$ cat src/rtl/u8u16_pkg.sv
`timescale 1ns / 1ps
// ----------------------------------------------------------------------------
// u8u16_pkg
// Shared types and constants for the utf-8 to utf-16 stream decoder.
// ----------------------------------------------------------------------------
package u8u16_pkg;

  localparam int DefMaxStringBytes = 128;

  localparam int ByteW  = 8;
  localparam int UnitW  = 16;
  localparam int CountW = 8;
  localparam int BytesW = 9;

  localparam logic [BytesW-1:0] BytesMax = '1;

  typedef enum logic [1:0] {
    PH_LEAD     = 2'd0,
    PH_TWO_LAST = 2'd1,
    PH_THREE_MID = 2'd2,
    PH_THREE_LAST = 2'd3
  } phase_t;

  typedef struct packed {
    logic              valid;
    logic [UnitW-1:0]  code_unit;
    logic              is_end;
    logic [BytesW-1:0] byte_count;
  } result_t;

endpackage

$ cat src/rtl/u8u16_decode.sv
`timescale 1ns / 1ps
// ----------------------------------------------------------------------------
// u8u16_decode
// Sequence state and combinational decode of one byte into an optional result.
// ----------------------------------------------------------------------------
module u8u16_decode
  import u8u16_pkg::*;
#(
  parameter int MAX_STRING_BYTES = DefMaxStringBytes
) (
  input  logic             clk,
  input  logic             rst,
  input  logic             step,
  input  logic [ByteW-1:0] data_byte,
  output result_t          result
);

  localparam logic [CountW-1:0] MaxCount = CountW'(MAX_STRING_BYTES);

  phase_t            phase, phase_next;
  logic [4:0]        lead_bits, lead_bits_next;
  logic [5:0]        middle_bits, middle_bits_next;
  logic [UnitW-1:0]  previous_unit, previous_unit_next;
  logic [CountW-1:0] unit_count, unit_count_next;

  logic              is_zero;
  logic [BytesW:0]   bytes_raw;

  assign is_zero   = (data_byte == '0);
  assign bytes_raw = {1'b0, unit_count, 1'b0} + (BytesW+1)'(2);

  // result of the current byte
  always_comb begin
    result = '0;
    if (is_zero) begin
      result.valid      = 1'b1;
      result.is_end     = 1'b1;
      result.byte_count = bytes_raw[BytesW] ? BytesMax : bytes_raw[BytesW-1:0];
    end else begin
      unique case (phase)
        PH_LEAD: begin
          if (!data_byte[7]) begin
            result.valid     = 1'b1;
            result.code_unit = UnitW'(data_byte);
          end else if (data_byte[7:5] != 3'b110 && data_byte[7:4] != 4'b1110) begin
            result.valid     = 1'b1;
            result.code_unit = previous_unit;
          end
        end
        PH_TWO_LAST: begin
          result.valid     = 1'b1;
          result.code_unit = UnitW'({lead_bits, data_byte[5:0]});
        end
        PH_THREE_MID: begin
          result.valid = 1'b0;
        end
        PH_THREE_LAST: begin
          result.valid     = 1'b1;
          result.code_unit = {lead_bits[3:0], middle_bits, data_byte[5:0]};
        end
        default: begin
          result.valid = 1'b0;
        end
      endcase
    end
  end

  // next state
  always_comb begin
    phase_next         = phase;
    lead_bits_next     = lead_bits;
    middle_bits_next   = middle_bits;
    previous_unit_next = previous_unit;
    unit_count_next    = unit_count;
    if (is_zero) begin
      phase_next         = PH_LEAD;
      lead_bits_next     = '0;
      middle_bits_next   = '0;
      previous_unit_next = '0;
      unit_count_next    = '0;
    end else begin
      unique case (phase)
        PH_LEAD: begin
          if (data_byte[7:5] == 3'b110) begin
            lead_bits_next = data_byte[4:0];
            phase_next     = PH_TWO_LAST;
          end else if (data_byte[7:4] == 4'b1110) begin
            lead_bits_next = data_byte[4:0];
            phase_next     = PH_THREE_MID;
          end
        end
        PH_THREE_MID: begin
          middle_bits_next = data_byte[5:0];
          phase_next       = PH_THREE_LAST;
        end
        default: begin
          phase_next = PH_LEAD;
        end
      endcase
      if (result.valid) begin
        previous_unit_next = result.code_unit;
        phase_next         = PH_LEAD;
        if (unit_count < MaxCount) begin
          unit_count_next = unit_count + CountW'(1);
        end
      end
    end
  end

  always_ff @(posedge clk) begin
    if (rst) begin
      phase         <= PH_LEAD;
      lead_bits     <= '0;
      middle_bits   <= '0;
      previous_unit <= '0;
      unit_count    <= '0;
    end else if (step) begin
      phase         <= phase_next;
      lead_bits     <= lead_bits_next;
      middle_bits   <= middle_bits_next;
      previous_unit <= previous_unit_next;
      unit_count    <= unit_count_next;
    end
  end

endmodule

$ cat src/rtl/u8u16_out_reg.sv
`timescale 1ns / 1ps
// ----------------------------------------------------------------------------
// u8u16_out_reg
// Result register; refills in the same cycle its request is taken.
// ----------------------------------------------------------------------------
module u8u16_out_reg
  import u8u16_pkg::*;
(
  input  logic              clk,
  input  logic              rst,
  input  logic              step,
  input  result_t           result,
  output logic              ready,
  output logic              m_tvalid,
  input  logic              m_tready,
  output logic [31:0]       m_tdata,  // code_unit[15:0], byte_count[24:16], zero pad
  output logic              m_tlast   // is_end
);

  logic [UnitW-1:0]  code_unit;
  logic [BytesW-1:0] byte_count;
  logic              is_end;
  logic              load;

  assign ready = !m_tvalid || m_tready;
  assign load  = step && result.valid;

  always_ff @(posedge clk) begin
    if (rst) begin
      m_tvalid <= 1'b0;
    end else if (load) begin
      m_tvalid <= 1'b1;
    end else if (m_tready) begin
      m_tvalid <= 1'b0;
    end
  end

  always_ff @(posedge clk) begin
    if (load) begin
      code_unit  <= result.code_unit;
      byte_count <= result.byte_count;
      is_end     <= result.is_end;
    end
  end

  assign m_tdata = {7'd0, byte_count, code_unit};
  assign m_tlast = is_end;

endmodule

$ cat src/rtl/utf8_to_utf16_stream_decoder.sv
`timescale 1ns / 1ps
// ----------------------------------------------------------------------------
// utf8_to_utf16_stream_decoder
// Decodes a zero-terminated utf-8 byte stream into utf-16 code units.
// output: each result is registered and appears on the master side the cycle after its byte
// throughput: one byte per cycle while the result register can drain, set by the single decode stage
// the input is ready while the result register is empty or drains in the same cycle
// reset: synchronous; clears sequence state, counts and the valid flag of the result register
// ----------------------------------------------------------------------------
module utf8_to_utf16_stream_decoder
  import u8u16_pkg::*;
#(
  parameter int MAX_STRING_BYTES = DefMaxStringBytes
) (
  input  logic        clk,
  input  logic        rst,
  input  logic        s_tvalid,
  output logic        s_tready,
  input  logic [7:0]  s_tdata,   // data_byte[7:0]
  output logic        m_tvalid,
  input  logic        m_tready,
  output logic [31:0] m_tdata,   // code_unit[15:0], byte_count[24:16]
  output logic        m_tlast    // is_end
);

  result_t result;
  logic    step;

  assign step = s_tvalid && s_tready;

  u8u16_decode #(
    .MAX_STRING_BYTES(MAX_STRING_BYTES)
  ) u_decode (
    .clk       (clk),
    .rst       (rst),
    .step      (step),
    .data_byte (s_tdata),
    .result    (result)
  );

  u8u16_out_reg u_out_reg (
    .clk      (clk),
    .rst      (rst),
    .step     (step),
    .result   (result),
    .ready    (s_tready),
    .m_tvalid (m_tvalid),
    .m_tready (m_tready),
    .m_tdata  (m_tdata),
    .m_tlast  (m_tlast)
  );

endmodule

$ cat config.mk
export PLATFORM = sky130hd
export DESIGN_NAME = utf8_to_utf16_stream_decoder
export DESIGN_NICKNAME = d
export VERILOG_FILES = /design/src/rtl/u8u16_pkg.sv /design/src/rtl/u8u16_decode.sv /design/src/rtl/u8u16_out_reg.sv /design/src/rtl/utf8_to_utf16_stream_decoder.sv
export SDC_FILE = /design/constraint.sdc
export NUM_CORES = 1
export LEC_CHECK = 0
export BUFFER_PORTS_ARGS = -buffer_cell sky130_fd_sc_hd__clkbuf_2
export CORE_ASPECT_RATIO = 1.4
export CORE_MARGIN = 2
export CORE_UTILIZATION = 30
export DETAILED_ROUTE_END_ITERATION = 16
export GPL_TIMING_DRIVEN = 1
export RECOVER_POWER = 25
export SYNTH_ARGS = -nofsm -noshare
export SYNTH_HDL_FRONTEND = slang
export SYNTH_SLANG_ARGS = --single-unit
$ cat constraint.sdc
create_clock -name clk -period 5.8 [get_ports clk]
set_input_delay 1.16 -clock clk [delete_from_list [all_inputs] [get_ports clk]]
set_output_delay 1.16 -clock clk [all_outputs]
set_load 0.05 [all_outputs]
==> results of run 1 <==
==> cells in the mapped netlist (6+ instances only) <==
cell	number
dfxtp_1	38
edfxtp_1	26
nand2_1	25
a21oi_1	24
nor2_1	19
a22o_1	11
mux2i_1	11
o21ai_0	10
buf_4	7
nand3_1	6
==> routing by layer <==
| layer | share of wire (%) | track usage [%] |
|---|---|---|
| met2 | 49 | 20.8 |
| met3 | 4.5 | 4.37 |
| met4 | 2.2 | 6.15 |
| met1 | 44 | 16.2 |
| met5 | 0 | 0 |
==> registers in the layout, indices dropped and copies added (netlist names) <==
name / cells
u_out_reg.code_unit: 16
u_out_reg.m_tvalid: 1
u_decode.phase: 2
u_decode.middle_bits: 6
u_out_reg.m_tlast: 1
u_decode.previous_unit: 16
u_decode.unit_count: 8
u_decode.lead_bits: 5
u_out_reg.byte_count: 9
==> area by class of cell <==
cell class	count	area (um^2)	share of cell area [%]
timing repair buffer	39	169	5.08
inverter	6	23.8	0.715
clock buffer	16	272	8.17
sequential	64	1540	46.4
tap	110	138	4.14
multi-input combinational	180	1180	35.5
==> how the worst max path moves through the flow <==
stage / startpoint / to / slack, ns / cells after the start
floorplan: m_tready / u_out_reg.byte_count[0]$_SDFFCE_PP0P_ / 2.73 / 5
global placement: s_tdata[4] / u_out_reg.code_unit[11]$_DFFE_PP_ / 2.49 / 6
detailed placement: s_tdata[4] / u_out_reg.code_unit[15]$_DFFE_PP_ / 2.41 / 6
CTS: s_tdata[4] / u_out_reg.code_unit[15]$_DFFE_PP_ / 2.75 / 6
global route: s_tdata[5] / u_out_reg.code_unit[15]$_DFFE_PP_ / 2.07 / 6
finish: s_tdata[5] / u_out_reg.code_unit[15]$_DFFE_PP_ / 2.31 / 6
==> worst max-delay path, cell delays in order <==
cell	delay [ns]
clkbuf_1	0.15
nor4_1	0.60
nand2_4	0.23
clkinvlp_2	0.30
o31ai_4	0.14
inv_1	0.83
==> cell usage in the layout (no fill, tap or decap), types with 3 or more instances in the layout <==
cell and instances:
dfxtp_1 38, clkbuf_1 26, edfxtp_1 26, nand2_1 25, a21oi_1 23, nor2_1 19, clkbuf_2 18, a22o_1 11
mux2i_1 11, o21ai_0 10, clkbuf_16 9, conb_1 7, nand3_1 6, nand2b_1 5, inv_1 5, mux2_2 5
a22oi_1 5, o2bb2ai_1 5, and3_1 4, o311ai_0 4, or3_1 4, a21oi_2 3, xnor2_1 3
==> cell families after synthesis <==
family                     count (synthesis)  synth area share, %
AOI/OAI and AO/OA                         77                 19.9
and+or+nand+nor                           75                 13.6
DFF                                       64                 54.1
buffers and inverters                     25                 4.79
muxes                                     16                 5.84
xor gates and xnor gates                   4                 1.23
adders and majority gates                  1                0.439
other                                      1                0.132
==> through the flow <==
stage	instance area (um^2)	power [uW]	instances
after floorplan	2870	637	269
after global placement	3100	673	399
after detailed placement	3100	674	399
after CTS	3370	1160	415
after global routing	3320	1190	415
final	3320	1140	415
==> power by group through the flow <==
stage / Clock [uW] / Sequential [uW] / Combinational (uW)
3_5_place_dp: 0 / 518 / 156
6_report: 481 / 510 / 151
5_1_grt: 513 / 512 / 161
4_1_cts: 494 / 510 / 156
2_1_floorplan: 0 / 563 / 74.5
3_3_place_gp: 0 / 518 / 154
==> results.md, run 1 <==
* # resized after CTS at 0
* Clock root cell: clkbuf_16
* # DRC at 0
* Max-Cap Viols at 0
* RSZ-0062 raised after global routing: false
* Fill cells at 965
* Aggregate routed wire length at 6.27 mm
* Ys flop type: dfxtp_1
* Mapped Area at 2850 um^2
* Die Y at 119 um
* EDFF count, synth at 26
* Core area at 9350 um^2
* Routability cong. at 0.826
* Final Cycle Share at 60.2%
* Fraction of final layout cells sized beyond drive strength 1 at 14.1%
* Global-route wire length before repair at 10.4 mm
* Final Util at 35.5%
* Initial core utilization at 30.4%
* Vias in the first global route at 2098
* Reg2reg setup slack at 3.56 ns
* Seq pwr share at 44.6%
* Die width at 86.3 um
* Leakage at 0.00117 uW
* Share of the synthesized area in the top cell type at 27.4%
* YS warnings at 0
* P_int at 838 uW
* Ant diodes at 0
* Setup ws final at 2.31 ns
* CTS buffer count at 9
* Power density over the cells at 343 nW/um^2
* H-tree Lvls at 3
* Post-CTS Setup Bufs at 0
* 1st-iter DRT viols at 119
* Setup violators final at 0
* Die ar. at 10300 um^2
* DPL Wire Length at 4.50 mm
* Largest cells by area after synthesis: edfxtp_1, dfxtp_1, a21oi_1
* Final max-slew violation count at 0
* Switching Share at 26.5%
* Final Hold Viols at 0
* Worst rel slew slack at 27.4%
* VDD IR max at 0.000170 V
* R2R cell count at 4
* Buffer depth of the longest clock path at 2
* Antenna violations before repair at 0
* Setup Crit Path Kind: input pin to flip-flop
* Port-buffer cells at 39
* Layout Nets at 313
* CTS tree: built
* Arr. time, crit path at 3.43 ns
* Syn-to-layout area delta at 16.7%
* Layout Skew at 0.00675 ns
* Hold WC Path Type: flip-flop to flip-flop
* Worst Max-Slew Pin Slew at 1.09 ns
* Hold worst-path end: u_decode.previous_unit[6]$_SDFFE_PP0P_
* Critical path fanouts, max at 28
* GRT Overall Usage at 13.2%
* Largest net degree at the start of global routing at 35
* Async set or reset register ratio after synthesis at 0%
* Avg Synthesized Cell Area at 10.8 um^2
* Distinct cell type count after synthesis at 50
* Comb pwr share at 13.2%
* Hold depth at 1
* CP required at 5.74 ns
* Synth Instances at 263
* Antenna Nets Post-Route at 0
* CP endpoint kind: flip-flop
* P_sw at 303 uW
* FMAX at 286 MHz
* Most area-hungry cell type in the Yosys netlist: edfxtp_1
* Vias per inst at 5.02
* Seq cells post-synth at 64
* Seq/Total Area, Yosys at 54.1%
* CTS sink count at 64
* FP Rows at 42
* Worst hold slack at 0.460 ns
* Pre-CTS setup slack at 2.41 ns
* R2r endpoint: u_out_reg.code_unit[15]$_DFFE_PP_
* Setup_tns at 0 ns
* Drt wl/cell at 15.1 um
* Crit Reg-Reg Startpoint: u_out_reg.m_tvalid$_SDFFE_PP0P_
* First drt pass iteration count at 4
* Outcome: completed
* Num ports at 47
* Clock power frac at 42.1%
* Vias at 2082
* Worst skew pair latency at 0.32 ns
* Minimum clock period at 3.49 ns
* Post-CTS Hold Buffers at 0
* Crit start category: input pin
* Clk slew on worst S/H paths at 0.05 ns
* Hold Startpoint: u_decode.previous_unit[6]$_SDFFE_PP0P_
* Remaining Overflow, GRT at 0
No activity file was read; power rests on OpenSTA's default activity.
==> run 2: changes to the inputs <==
==> constraint.sdc (replaced) <==
create_clock -name clk -period 3.1 [get_ports clk]
set_input_delay 0.62 -clock clk [delete_from_list [all_inputs] [get_ports clk]]
set_output_delay 0.62 -clock clk [all_outputs]
set_load 0.05 [all_outputs]
==> results.md, run 2 (synthesized netlist as in run 1, its figures left out) <==
* DPL Wire Length at 4.42 mm (-1.8%)
* First drt pass iteration count at 4 (unchanged)
* RSZ-0062 raised after global routing: false
* Layout Skew at 0.00573 ns (-0.00102 ns)
* CP endpoint kind: flip-flop
* Layout Nets at 316 (+0.96%)
* Worst Max-Slew Pin Slew at 0.657 ns (-0.431 ns)
* Worst skew pair latency at 0.33 ns (about the same)
* Clk slew on worst S/H paths at 0.05 ns (about the same)
* Final Hold Viols at 0 (unchanged)
* Initial core utilization at 30.4% (unchanged)
* Aggregate routed wire length at 6.26 mm (-0.18%)
* Setup violators final at 0 (unchanged)
* Largest net degree at the start of global routing at 35 (unchanged)
* Setup ws final at 0.807 ns (-1.50 ns)
* Remaining Overflow, GRT at 0 (unchanged)
* # DRC at 0 (unchanged)
* Pre-CTS setup slack at 0.686 ns (-1.72 ns)
* Leakage at 0.00116 uW (-0.64%)
* Critical Path End: u_out_reg.byte_count[2]$_SDFFCE_PP0P_
* Post-CTS Hold Buffers at 0 (unchanged)
* Regs by FF count: u_decode.previous_unit (16), u_out_reg.code_unit (16), u_out_reg.byte_count (9)
* Outcome: completed
* Num ports at 47 (unchanged)
* Final max-slew violation count at 0 (unchanged)
* Port-buffer cells at 39 (unchanged)
* CTS tree: built
* Vias at 2084 (+0.096%)
* Arr. time, crit path at 2.33 ns (-1.10 ns)
* VDD IR max at 0.000347 V (+100%)
* Routability cong. at 0.825 (-0.13%)
* Crit start category: input pin
* Final Cycle Share at 74.0%
* Syn-to-layout area delta at 17.3%
* Critical path fanouts, max at 22 (-21%)
* FP Rows at 42 (unchanged)
* Vias in the first global route at 1956 (-6.8%)
* Max-Cap Viols at 0 (unchanged)
* Minimum clock period at 2.29 ns
* Ant diodes at 0 (unchanged)
* # resized after CTS at 0 (unchanged)
* Commonest non-fill, non-tap cells in the layout: dfxtp_1, clkbuf_1, nand2_1, edfxtp_1, a21oi_1
* Fraction of final layout cells sized beyond drive strength 1 at 13.0% (-1.1 points)
* Buffer depth of the longest clock path at 2 (unchanged)
* Reg2reg setup slack at 1.18 ns (-2.38 ns)
* Hold Startpoint: u_decode.previous_unit[10]$_SDFFE_PP0P_
* Antenna violations before repair at 0 (unchanged)
* Setup Crit Path Kind: input pin to flip-flop
* R2R cell count at 5 (+1)
* Core area at 9350 um^2 (unchanged)
* CTS buffer count at 9 (unchanged)
* CP required at 3.14 ns (-2.60 ns)
* Die ar. at 10300 um^2 (unchanged)
* Vias per inst at 4.99 (-0.62%)
* Antenna Nets Post-Route at 0 (unchanged)
* Drt wl/cell at 15.0 um (-0.89%)
* Clock root cell: clkbuf_16
* Hold WC Path Type: flip-flop to flip-flop
* Commonest non-fill, non-tap cell in the layout: dfxtp_1
* Worst rel slew slack at 56.2% (+29 points)
* Setup_tns at 0 ns (unchanged)
* Crit Reg-Reg Startpoint: u_decode.phase[1]$_SDFFE_PP0P_
* R2r endpoint: u_decode.phase[1]$_SDFFE_PP0P_
* Fill cells at 977 (+1.2%)
* 1st-iter DRT viols at 156 (+31%)
* Post-CTS Setup Bufs at 0 (unchanged)
* H-tree Lvls at 3 (unchanged)
* Crit path launch: s_tdata[4]
* GRT Overall Usage at 12.7% (-0.48 points)
* Die Y at 119 um (unchanged)
* Global-route wire length before repair at 9.91 mm (-5.1%)
* CTS sink count at 64 (unchanged)
* Worst hold slack at 0.461 ns (+0.00174 ns)
* FMAX at 436 MHz
* Power density over the cells at 629 nW/um^2 (+83%)
* Die width at 86.3 um (unchanged)
[run 2: worst min-delay path by stage]
| stage | depth (start not counted) | slack, ns | end |
|---|---|---|---|
| final | 1 | 0.46 | u_decode.previous_unit[10]$_SDFFE_PP0P_ |
| after global routing | 1 | 0.48 | u_decode.previous_unit[10]$_SDFFE_PP0P_ |
| after CTS | 1 | 0.46 | u_decode.previous_unit[10]$_SDFFE_PP0P_ |
| after detailed placement | 1 | 0.45 | u_decode.previous_unit[7]$_SDFFE_PP0P_ |
| after global placement | 1 | 0.44 | u_decode.previous_unit[8]$_SDFFE_PP0P_ |
| after floorplan | 1 | 0.43 | u_decode.previous_unit[10]$_SDFFE_PP0P_ |
[run 2: layout make-up]
type                            instances  area (um^2)  area share, %
Multi-Input combinational cell        180         1180           35.5
Tap cell                              110          138           4.12
Clock inverter                          6         26.3          0.787
Inverter                                6         25.0          0.749
Timing Repair Buffer                   42          196           5.88
Sequential cell                        64         1540           46.1
Clock buffer                           10          229           6.85
[run 2: critical path: stages]
cell	delay, ns
clkbuf_2	0.15
nor4_4	0.31
nand2_1	0.37
inv_4	0.22
o31ai_4	0.12
inv_1	0.30
buf_12	0.22
[run 2: per-stage QoR]
stage          power, uW  cell area (um^2)  instances  utilization (%)
6_report            2100              3340        418             35.7
5_1_grt             2180              3340        418             35.7
4_1_cts             2140              3380        418             36.2
3_5_place_dp        1270              3130        402             33.4
3_3_place_gp        1270              3130        402             33.4
2_1_floorplan       1190              2870        269                -
[run 2: where the power goes]
part	switching, uW	leakage [uW]	internal, uW	total (uW)
clock	334	0.000129	526	860
combinational	225	0.000466	64.9	290
sequential	27.2	0.000564	924	952
total	586	0.00116	1520	2100
[run 2: per-layer routing]
metal / up-vias / track usage (%) / part of all wire (%)
met5: - / 0 / 0
met4: 0 / 7.13 / 2.5
met3: 13 / 4.02 / 4.0
met2: 44 / 19.4 / 49
met1: 982 / 15.8 / 45
li1: 1045 / - / -
